==> config.mk <==
export PLATFORM = sky130hd
export DESIGN_NAME = mailbox_ring_deque
export DESIGN_NICKNAME = d
export VERILOG_FILES = /design/src/hw/rtl/mbd_pkg.sv /design/src/hw/rtl/mbd_ram.sv /design/src/hw/rtl/mbd_ctrl.sv /design/src/hw/rtl/mailbox_ring_deque.sv
export SDC_FILE = /design/constraint.sdc
export NUM_CORES = 1
export LEC_CHECK = 0
export BUFFER_PORTS_ARGS = -buffer_cell sky130_fd_sc_hd__clkbuf_2
export CAP_MARGIN = 0
export CELL_PAD_IN_SITES_DETAIL_PLACEMENT = 1
export CELL_PAD_IN_SITES_GLOBAL_PLACEMENT = 2
export CORE_MARGIN = 4
export CORE_UTILIZATION = 37
export DETAILED_ROUTE_END_ITERATION = 12
export MAX_ROUTING_LAYER = met4
export PLACE_DENSITY_LB_ADDON = 0.1
export SLEW_MARGIN = 10
export SYNTH_ARGS = -nofsm -noshare
export SYNTH_HDL_FRONTEND = slang
export SYNTH_HIERARCHICAL = 1
export SYNTH_SLANG_ARGS = --single-unit
export TNS_END_PERCENT = 5
==> constraint.sdc <==
create_clock -name clock -period 7.3 [get_ports clock]
set_clock_uncertainty 0.05 [all_clocks]
set_input_delay 1.46 -clock clock [delete_from_list [all_inputs] [get_ports clock]]
set_output_delay 1.46 -clock clock [all_outputs]
set_load 0.02 [all_outputs]
==> src/hw/rtl/mbd_pkg.sv <==
// Shared types and codes for the mailbox ring deque.
package mbd_pkg;

   // Width of the capacity register and of the fill count
   localparam int CNT_W = 5;
   // Width of the message word on the channels
   localparam int PORT_MSG_W = 32;

   typedef enum logic [1:0] {
      KIND_POST_BACK  = 2'd0,
      KIND_POST_FRONT = 2'd1,
      KIND_TAKE       = 2'd2,
      KIND_FLUSH      = 2'd3
   } kind_type;

   typedef enum logic [1:0] {
      STAT_DONE  = 2'd0,
      STAT_EMPTY = 2'd1,
      STAT_FULL  = 2'd2
   } status_type;

   typedef enum logic [1:0] {
      ST_IDLE = 2'b01,
      ST_READ = 2'b10
   } state_type;

   // Slot memory access strobes
   typedef struct packed {
      logic wr_en;
      logic rd_en;
   } mem_ctl_type;

endpackage

==> src/hw/rtl/mbd_ram.sv <==
// Slot memory: one write port, one read port with registered read data.
module mbd_ram #(
   parameter int DEPTH     = 16,
   parameter int MSG_WIDTH = 32
) (
   input  logic                     clock,
   input  mbd_pkg::mem_ctl_type     mem_ctl,
   input  logic [$clog2(DEPTH)-1:0] wr_addr,
   input  logic [MSG_WIDTH-1:0]     wr_data,
   input  logic [$clog2(DEPTH)-1:0] rd_addr,
   output logic [MSG_WIDTH-1:0]     rd_data
);

   logic [MSG_WIDTH-1:0] slot_ff [DEPTH];
   logic [MSG_WIDTH-1:0] rd_data_ff;

   // Write the slot on a post
   always_ff @(posedge clock) begin
      if (mem_ctl.wr_en) begin
         slot_ff[wr_addr] <= wr_data;
      end
   end

   // Read the slot on a take; hold the data until the next read
   always_ff @(posedge clock) begin
      if (mem_ctl.rd_en) begin
         rd_data_ff <= slot_ff[rd_addr];
      end
   end

   assign rd_data = rd_data_ff;

endmodule

==> src/hw/rtl/mbd_ctrl.sv <==
// Ring control: capacity register, indices, count, sequencing and result register.
module mbd_ctrl #(
   parameter int DEPTH     = 16,
   parameter int MSG_WIDTH = 32
) (
   input  logic                               clock,
   input  logic                               reset,
   // request channel
   input  logic                               req_valid,
   output logic                               req_ready,
   input  logic [1:0]                         req_kind,
   input  logic [mbd_pkg::PORT_MSG_W-1:0]     req_message,
   // result channel
   output logic                               rsp_valid,
   input  logic                               rsp_ready,
   output logic [1:0]                         rsp_status,
   output logic [mbd_pkg::PORT_MSG_W-1:0]     rsp_message_out,
   output logic [mbd_pkg::CNT_W-1:0]          rsp_fill_count,
   // capacity register write
   input  logic                               csr_valid,
   output logic                               csr_ready,
   input  logic [mbd_pkg::CNT_W-1:0]          csr_capacity,
   // slot memory
   output mbd_pkg::mem_ctl_type               mem_ctl,
   output logic [$clog2(DEPTH)-1:0]           wr_addr,
   output logic [MSG_WIDTH-1:0]               wr_data,
   output logic [$clog2(DEPTH)-1:0]           rd_addr,
   input  logic [MSG_WIDTH-1:0]               rd_data
);

   localparam int IDX_W   = $clog2(DEPTH);
   localparam int CW      = mbd_pkg::CNT_W;
   localparam int CMP_W   = (IDX_W + 1 > CW) ? IDX_W + 1 : CW;
   localparam int CAP_MAX = (1 << CW) - 1;
   localparam int CAP_RST = (DEPTH > CAP_MAX) ? CAP_MAX : DEPTH;

   mbd_pkg::state_type   state_ff, state_in;
   logic [CW-1:0]        capacity_ff;
   logic [IDX_W-1:0]     head_ff, head_in, head_nx;
   logic [IDX_W-1:0]     tail_ff, tail_in, tail_nx;
   logic [CW-1:0]        held_ff, held_in, held_nx;
   logic [CW-1:0]        pend_fill_ff, pend_fill_in;

   logic                 rsp_valid_ff, rsp_valid_in;
   logic [1:0]           rsp_status_ff, rsp_status_in;
   logic [mbd_pkg::PORT_MSG_W-1:0] rsp_message_ff, rsp_message_in;
   logic [CW-1:0]        rsp_fill_ff, rsp_fill_in;

   logic [CMP_W-1:0]     cap_ext, eff_cap;
   logic [CMP_W-1:0]     head_inc, tail_inc;
   logic [IDX_W-1:0]     head_adv, tail_adv, head_prev;
   logic                 is_full, is_empty;
   logic                 out_free, req_fire;
   logic                 go_read;
   mbd_pkg::kind_type    kind;
   mbd_pkg::status_type  res_status;
   mbd_pkg::mem_ctl_type mem_nx;

   assign kind      = mbd_pkg::kind_type'(req_kind);
   assign csr_ready = 1'b1;

   // Clamp the capacity into 1..DEPTH
   assign cap_ext = CMP_W'(capacity_ff);
   always_comb begin
      if (cap_ext == '0) begin
         eff_cap = CMP_W'(1);
      end else if (cap_ext > CMP_W'(DEPTH)) begin
         eff_cap = CMP_W'(DEPTH);
      end else begin
         eff_cap = cap_ext;
      end
   end

   // Index arithmetic with wrap at the capacity
   assign head_inc  = CMP_W'(head_ff) + CMP_W'(1);
   assign tail_inc  = CMP_W'(tail_ff) + CMP_W'(1);
   assign head_adv  = (head_inc >= eff_cap) ? '0 : IDX_W'(head_inc);
   assign tail_adv  = (tail_inc >= eff_cap) ? '0 : IDX_W'(tail_inc);
   assign head_prev = (head_ff == '0) ? IDX_W'(eff_cap - CMP_W'(1)) : head_ff - IDX_W'(1);
   assign is_full   = CMP_W'(held_ff) >= eff_cap;
   assign is_empty  = held_ff == '0;

   // Accept while idle and the result register is free or draining
   assign out_free  = !rsp_valid_ff || rsp_ready;
   assign req_ready = (state_ff == mbd_pkg::ST_IDLE) && out_free;
   assign req_fire  = req_valid && req_ready;

   // Decode the operation
   always_comb begin
      head_nx    = head_ff;
      tail_nx    = tail_ff;
      held_nx    = held_ff;
      res_status = mbd_pkg::STAT_DONE;
      mem_nx     = '0;
      wr_addr    = tail_ff;
      go_read    = 1'b0;
      unique case (kind)
         mbd_pkg::KIND_POST_BACK: begin
            if (is_full) begin
               res_status = mbd_pkg::STAT_FULL;
            end else begin
               mem_nx.wr_en = 1'b1;
               wr_addr      = tail_ff;
               tail_nx      = tail_adv;
               held_nx      = held_ff + CW'(1);
            end
         end
         mbd_pkg::KIND_POST_FRONT: begin
            if (is_full) begin
               res_status = mbd_pkg::STAT_FULL;
            end else begin
               mem_nx.wr_en = 1'b1;
               wr_addr      = head_prev;
               head_nx      = head_prev;
               held_nx      = held_ff + CW'(1);
            end
         end
         mbd_pkg::KIND_TAKE: begin
            if (is_empty) begin
               res_status = mbd_pkg::STAT_EMPTY;
            end else begin
               mem_nx.rd_en = 1'b1;
               go_read      = 1'b1;
               head_nx      = head_adv;
               held_nx      = held_ff - CW'(1);
            end
         end
         mbd_pkg::KIND_FLUSH: begin
            head_nx = '0;
            tail_nx = '0;
            held_nx = '0;
         end
         default: begin
            res_status = mbd_pkg::STAT_DONE;
         end
      endcase
   end

   // Drive the memory only on a transfer
   assign mem_ctl.wr_en = mem_nx.wr_en && req_fire;
   assign mem_ctl.rd_en = mem_nx.rd_en && req_fire;
   assign wr_data       = MSG_WIDTH'(req_message);
   assign rd_addr       = head_ff;

   // Advance ring state on a transfer
   assign head_in      = req_fire ? head_nx : head_ff;
   assign tail_in      = req_fire ? tail_nx : tail_ff;
   assign held_in      = req_fire ? held_nx : held_ff;
   assign pend_fill_in = (req_fire && go_read) ? held_nx : pend_fill_ff;

   // Sequence: a take waits in ST_READ for the slot data and a free result register
   always_comb begin
      state_in = state_ff;
      unique case (state_ff)
         mbd_pkg::ST_IDLE: begin
            if (req_fire && go_read) begin
               state_in = mbd_pkg::ST_READ;
            end
         end
         mbd_pkg::ST_READ: begin
            if (out_free) begin
               state_in = mbd_pkg::ST_IDLE;
            end
         end
         default: begin
            state_in = mbd_pkg::ST_IDLE;
         end
      endcase
   end

   // Load or drain the result register
   always_comb begin
      rsp_valid_in   = rsp_valid_ff && !rsp_ready;
      rsp_status_in  = rsp_status_ff;
      rsp_message_in = rsp_message_ff;
      rsp_fill_in    = rsp_fill_ff;
      if (state_ff == mbd_pkg::ST_READ && out_free) begin
         rsp_valid_in   = 1'b1;
         rsp_status_in  = mbd_pkg::STAT_DONE;
         rsp_message_in = mbd_pkg::PORT_MSG_W'(rd_data);
         rsp_fill_in    = pend_fill_ff;
      end else if (req_fire && !go_read) begin
         rsp_valid_in   = 1'b1;
         rsp_status_in  = res_status;
         rsp_message_in = '0;
         rsp_fill_in    = held_nx;
      end
   end

   always_ff @(posedge clock) begin
      if (reset) begin
         state_ff     <= mbd_pkg::ST_IDLE;
         capacity_ff  <= CW'(CAP_RST);
         head_ff      <= '0;
         tail_ff      <= '0;
         held_ff      <= '0;
         rsp_valid_ff <= 1'b0;
      end else begin
         state_ff     <= state_in;
         head_ff      <= head_in;
         tail_ff      <= tail_in;
         held_ff      <= held_in;
         rsp_valid_ff <= rsp_valid_in;
         if (csr_valid && csr_ready) begin
            capacity_ff <= csr_capacity;
         end
      end
   end

   // Payload registers
   always_ff @(posedge clock) begin
      pend_fill_ff   <= pend_fill_in;
      rsp_status_ff  <= rsp_status_in;
      rsp_message_ff <= rsp_message_in;
      rsp_fill_ff    <= rsp_fill_in;
   end

   assign rsp_valid       = rsp_valid_ff;
   assign rsp_status      = rsp_status_ff;
   assign rsp_message_out = rsp_message_ff;
   assign rsp_fill_count  = rsp_fill_ff;

   // The slot memory is never written and read in the same cycle
   a_no_rw_overlap: assert property (@(posedge clock) disable iff (reset)
      !(mem_ctl.wr_en && mem_ctl.rd_en))
      else $error("slot memory written and read in one cycle");

   // A take of a held message waits for the slot data
   a_take_reads: assert property (@(posedge clock) disable iff (reset)
      req_fire && kind == mbd_pkg::KIND_TAKE && !is_empty |=> state_ff == mbd_pkg::ST_READ)
      else $error("take did not enter the read wait");

   // A flush reports an empty ring
   a_flush_result: assert property (@(posedge clock) disable iff (reset)
      req_fire && kind == mbd_pkg::KIND_FLUSH |=> rsp_valid_ff && rsp_fill_ff == '0
      && held_ff == '0)
      else $error("flush left messages counted");

   // The count never exceeds the built depth
   a_count_bound: assert property (@(posedge clock) disable iff (reset)
      CMP_W'(held_ff) <= CMP_W'(DEPTH))
      else $error("held count beyond depth");

endmodule

==> src/hw/rtl/mailbox_ring_deque.sv <==
// Top level of the mailbox ring deque.
//
// A bounded ring of message words that takes posts at both ends and takes from the front.
// Request channel (req_): kind selects post to back, post to front, take or flush;
// req_message carries the word for a post. Each request transfer gives exactly one
// result transfer on the rsp_ channel: status (done, empty on take, full on post), the
// word taken by a successful take (zero otherwise) and the count held afterward.
// Configuration (csr_): one write-only register, the capacity in slots, clamped to
// 1..DEPTH; write it only while no request is outstanding. csr_ready is always high.
// A post, a failed take or a flush loads the result register in the cycle after the
// transfer; a successful take reads the slot into the memory's read register, then
// loads the result register once it is free. Throughput: one post or flush per cycle
// while results drain; a successful take holds the request side while the slot is read.
// A stalled receiver holds the result register; the next request is taken in the cycle
// that register drains. Reset is synchronous: it empties the ring and sets the capacity
// to min(DEPTH, 31). Slot contents are not cleared; no slot is read before it was written.
module mailbox_ring_deque #(
   parameter int DEPTH     = 16,
   parameter int MSG_WIDTH = 32
) (
   input  logic                           clock,
   input  logic                           reset,
   input  logic                           req_valid,
   output logic                           req_ready,
   input  logic [1:0]                     req_kind,
   input  logic [mbd_pkg::PORT_MSG_W-1:0] req_message,
   output logic                           rsp_valid,
   input  logic                           rsp_ready,
   output logic [1:0]                     rsp_status,
   output logic [mbd_pkg::PORT_MSG_W-1:0] rsp_message_out,
   output logic [mbd_pkg::CNT_W-1:0]      rsp_fill_count,
   input  logic                           csr_valid,
   output logic                           csr_ready,
   input  logic [mbd_pkg::CNT_W-1:0]      csr_capacity
);

   localparam int IDX_W = $clog2(DEPTH);

   mbd_pkg::mem_ctl_type mem_ctl;
   logic [IDX_W-1:0]     wr_addr;
   logic [IDX_W-1:0]     rd_addr;
   logic [MSG_WIDTH-1:0] wr_data;
   logic [MSG_WIDTH-1:0] rd_data;

   mbd_ctrl #(
      .DEPTH     (DEPTH),
      .MSG_WIDTH (MSG_WIDTH)
   ) u_ctrl (
      .clock           (clock),
      .reset           (reset),
      .req_valid       (req_valid),
      .req_ready       (req_ready),
      .req_kind        (req_kind),
      .req_message     (req_message),
      .rsp_valid       (rsp_valid),
      .rsp_ready       (rsp_ready),
      .rsp_status      (rsp_status),
      .rsp_message_out (rsp_message_out),
      .rsp_fill_count  (rsp_fill_count),
      .csr_valid       (csr_valid),
      .csr_ready       (csr_ready),
      .csr_capacity    (csr_capacity),
      .mem_ctl         (mem_ctl),
      .wr_addr         (wr_addr),
      .wr_data         (wr_data),
      .rd_addr         (rd_addr),
      .rd_data         (rd_data)
   );

   mbd_ram #(
      .DEPTH     (DEPTH),
      .MSG_WIDTH (MSG_WIDTH)
   ) u_ram (
      .clock   (clock),
      .mem_ctl (mem_ctl),
      .wr_addr (wr_addr),
      .wr_data (wr_data),
      .rd_addr (rd_addr),
      .rd_data (rd_data)
   );

endmodule
==> results.md <==
| Item | Reported | Unit |
|:---|:---|:---|
| Violation count after the first detailed-route iteration | 1046 | - |
| Vias in the first global route | 12.8k | - |
| Relative max-transition margin | 19.7 | % |
| Transition at the pin with the smallest max-transition slack | 1200 | ps |
| Vertical extent of the die | 262 | um |
| Pwr per Cell Area | 284 | nW/um^2 |
| Post-synth design cell area | 23900 | um^2 |
| Type of the worst setup path | reg -> reg | - |
| Buffer depth of the longest clock path | 3 | - |
| Resize count post-CTS | 0 | - |
| Synth Area in Simple Gates | 4.06 | % |
| Maximum frequency from static timing analysis | 0.194 | GHz |
| Synth Area in Compound Gates | 4.43 | % |
| Crit Path Max Fanout | 32 | - |
| Die Footprint | 68800 | um^2 |
| Final worst-path cycle share | 70.7 | % |
| Number of setup violations in the final report | 0 | - |
| Max_cap viols | 0 | - |
| Number of hold violations in the final report | 0 | - |
| Global-route usage over all layers | 17.7 | % |
| Clock-pin slew reported for the worst setup and hold paths after clock tree synthesis | 60 | ps |
| Number of flops mapped to enable cells by yosys | 586 | - |
| Final critical-path required period | 5160 | ps |
| Post-DR vias/cell | 5.43 | - |
| Number of buffers inserted during clock tree synthesis | 67 | - |
| Setup slack at placement | 1660 | ps |
| Arrival @ worst endpoint | 5310 | ps |
| Detailed-route DRC error count | 0 | - |
| Path class of the lowest-slack min-delay path | reg -> reg | - |
| Startpoint type of the worst setup path | flip-flop | - |
| Sink Count | 609 | - |
| Setup total negative slack | 0 | ps |
| Port buffer count | 84 | - |
| # nets final | 1348 | - |
| Detailed-route wire length per cell | 27.2 | um |
| Final ANT Viol Nets | 0 | - |
| Post-CTS setup buffer count | 0 | - |
| Required arrival time at the worst endpoint | 7440 | ps |
| Async set-reset flop share out of synthesis | 0 | % |
| Area growth from synthesis to layout | 14.3 | % |
| Count of warnings emitted by yosys | 6 | - |
| Number of search-and-repair iterations in the first detailed-routing pass | 7 | - |
| CP endpoint kind | flip-flop | - |
| Post-synthesis share of cell area spent on xor and xnor gates | 0.110 | % |
| Unrepaired setup endpoints after global routing | false | - |
| Final wirelength | 59.4 | mm |
| Total count of max-transition violations in the final report | 0 | - |
| Total gr overflow | 0 | - |
| TritonCTS clock tree | built | - |
| Hold buffer count at cts | 0 | - |
| Leading cell types by total area after synthesis | edfxtp_1 74%, mux4_2 12%, a22oi_1 2.0% | - |
| I/O Pins | 86 | - |
| Placer's final routability congestion estimate | 0.748 | - |
| Seq cells post-synth | 609 | - |
| Count of cell types in the netlist | 68 | - |
| Initial antenna violation count | 2 | - |
| Cell accounting for the most synthesized area | edfxtp_1 | - |
| Slack of the critical path | 2140 | ps |
| Cell Rows | 92 | - |
| Status | complete, no violations | - |
| Proportion of netlist area held by the largest area contributor | 73.6 | % |
| Die Span X | 262 | um |
| Floorplan core area | 63500 | um^2 |
| Total via count in the routed design | 11.9k | - |
| Post-synth net total | 1265 | - |
| Placed wire-length estimate after detailed placement | 35.4 | mm |
| Synthesized instance count | 1202 | - |
| Post-synthesis adder-cell area fraction | 1.08 | % |
| Register area share after synthesis | 75.5 | % |
| Combinational family with the most area after synthesis | multiplexers | - |
| Most repeated cell in the gate-level netlist after synthesis | edfxtp_1 | - |
| Pin count of the biggest net entering global routing | 101 | - |
| Multiplexer share of the synthesized area | 12.5 | % |
| Clock latency at the later pin of the worst-skew pair | 600 | ps |
| Share of cells above drive strength 1 | 28.4 | % |
| Wire length of the first global-routing pass | 88.2 | mm |
| Syn avg cell area | 19.9 | um^2 |
| Clock Root Buffer | clkbuf_16 | - |
| Initial core utilization | 37.6 | % |
| Commonest cells in the netlist | 586 x edfxtp_1, 128 x mux4_2, 64 x a22oi_1 | - |
| Leakage | 8.82 | nW |
| H-tree depth | 3 | - |
| Leading register cell type out of synthesis | edfxtp_1 | - |
| Peak ir drop on the vdd network | 0.151 | mV |
[final timing paths]
check | from | end | slack, ps | cells past startpoint
setup / recovery | u_ctrl/cap_ext[1] | u_ram/slot_ff[3][12] | 2140 | 11
hold / removal | u_ctrl/rsp_status[0] | u_ctrl/rsp_status[0] | 470 | 2
setup reg to reg | u_ctrl/cap_ext[1] | u_ram/slot_ff[3][12] | 2140 | 11
hold reg to reg | u_ctrl/rsp_status[0] | u_ctrl/rsp_status[0] | 470 | 2
[area by class of cell]
class	count	area, um^2
Antenna cell	2	5.00
Clock buffer	88	1820
Clock inverter	32	259
Fill cell	5965	36200
Inverter	12	45.0
Multi-Input combinational cell	490	5460
Sequential cell	609	18100
Tap cell	846	1060
Timing Repair Buffer	105	641
[power breakdown]
group          internal [W]  switching [W]  total (W)
combinational      0.000220       0.000383   0.000603
clock               0.00187        0.00136    0.00323
sequential          0.00390      0.0000416    0.00394
total               0.00599        0.00179    0.00777
[routing by layer]
| metal | vias up | wire length (um) | GRT usage [%] | share of wire (%) |
|---|---|---|---|---|
| met5 | - | 0 | - | 0 |
| met3 | 73 | 2510 | 2.52 | 4.2 |
| met2 | 266 | 27900 | 27.1 | 47 |
| li1 | 5095 | - | - | - |
| met4 | 0 | 913 | 4.11 | 1.5 |
| met1 | 6418 | 28100 | 25.5 | 47 |
[logic make-up after synthesis]
kind of cell | count (synthesis)
AO/OA/AOI/OAI | 136
AND/OR/NAND/NOR | 191
flip-flops | 609
adder cells (fa/ha/maj) | 21
other | 1
buffers and inverters | 103
multiplexers | 138
XOR/XNOR | 3
[state kept, by name, indices dropped and copies added, names as in the netlist]
| register | count |
|---|---|
| u_ctrl/state_ff | 2 |
| u_ram/slot_ff | 512 |
| u_ctrl/tail_ff | 4 |
| u_ctrl/rsp_fill_count | 5 |
| u_ctrl/cap_ext | 5 |
| u_ctrl/held_ff | 5 |
| u_ctrl/pend_fill_ff | 5 |
| u_ram/rd_data | 32 |
| u_ctrl/rsp_valid | 1 |
| u_ctrl/rsp_message_out | 32 |
| u_ctrl/rd_addr | 4 |
| u_ctrl/rsp_status | 2 |
[layout by cell type (no fill, tap or decap), types with 10 or more instances in the layout]
cell	n
a22oi_1	64
and3_1	36
clkbuf_16	70
mux4_2	128
edfxtp_1	586
buf_4	16
clkbuf_2	84
ha_1	19
nand2_1	56
dfxtp_1	21
inv_1	10
a21oi_1	18
clkinv_2	14
nor2_1	22
clkinv_1	10
nor2_4	14
clkbuf_1	18
[metrics by stage]
stage	total power (W)	cell area [um^2]	instances	util, %	hold WS (ps)
finish	0.00777	27400	2184	43.0	465
CTS	0.00789	27300	2179	42.9	471
global placement	0.00462	25200	2058	39.6	468
floorplan	0.00440	23900	1202	-	428
detailed placement	0.00463	25200	2059	39.7	465
global route	0.00810	27300	2182	43.0	508
[critical path, stage by stage, from the launching register on]
cell	delay, ps
dfxtp_1	370
nor3_1	190
nor2_1	60
nor2_1	310
ha_1	310
nor2b_1	140
o21ai_2	140
a21oi_2	370
nand2_1	260
o21ai_0	950
nand2_1	520
nor2_4	1040
No activity file was read; power rests on OpenSTA's default activity.
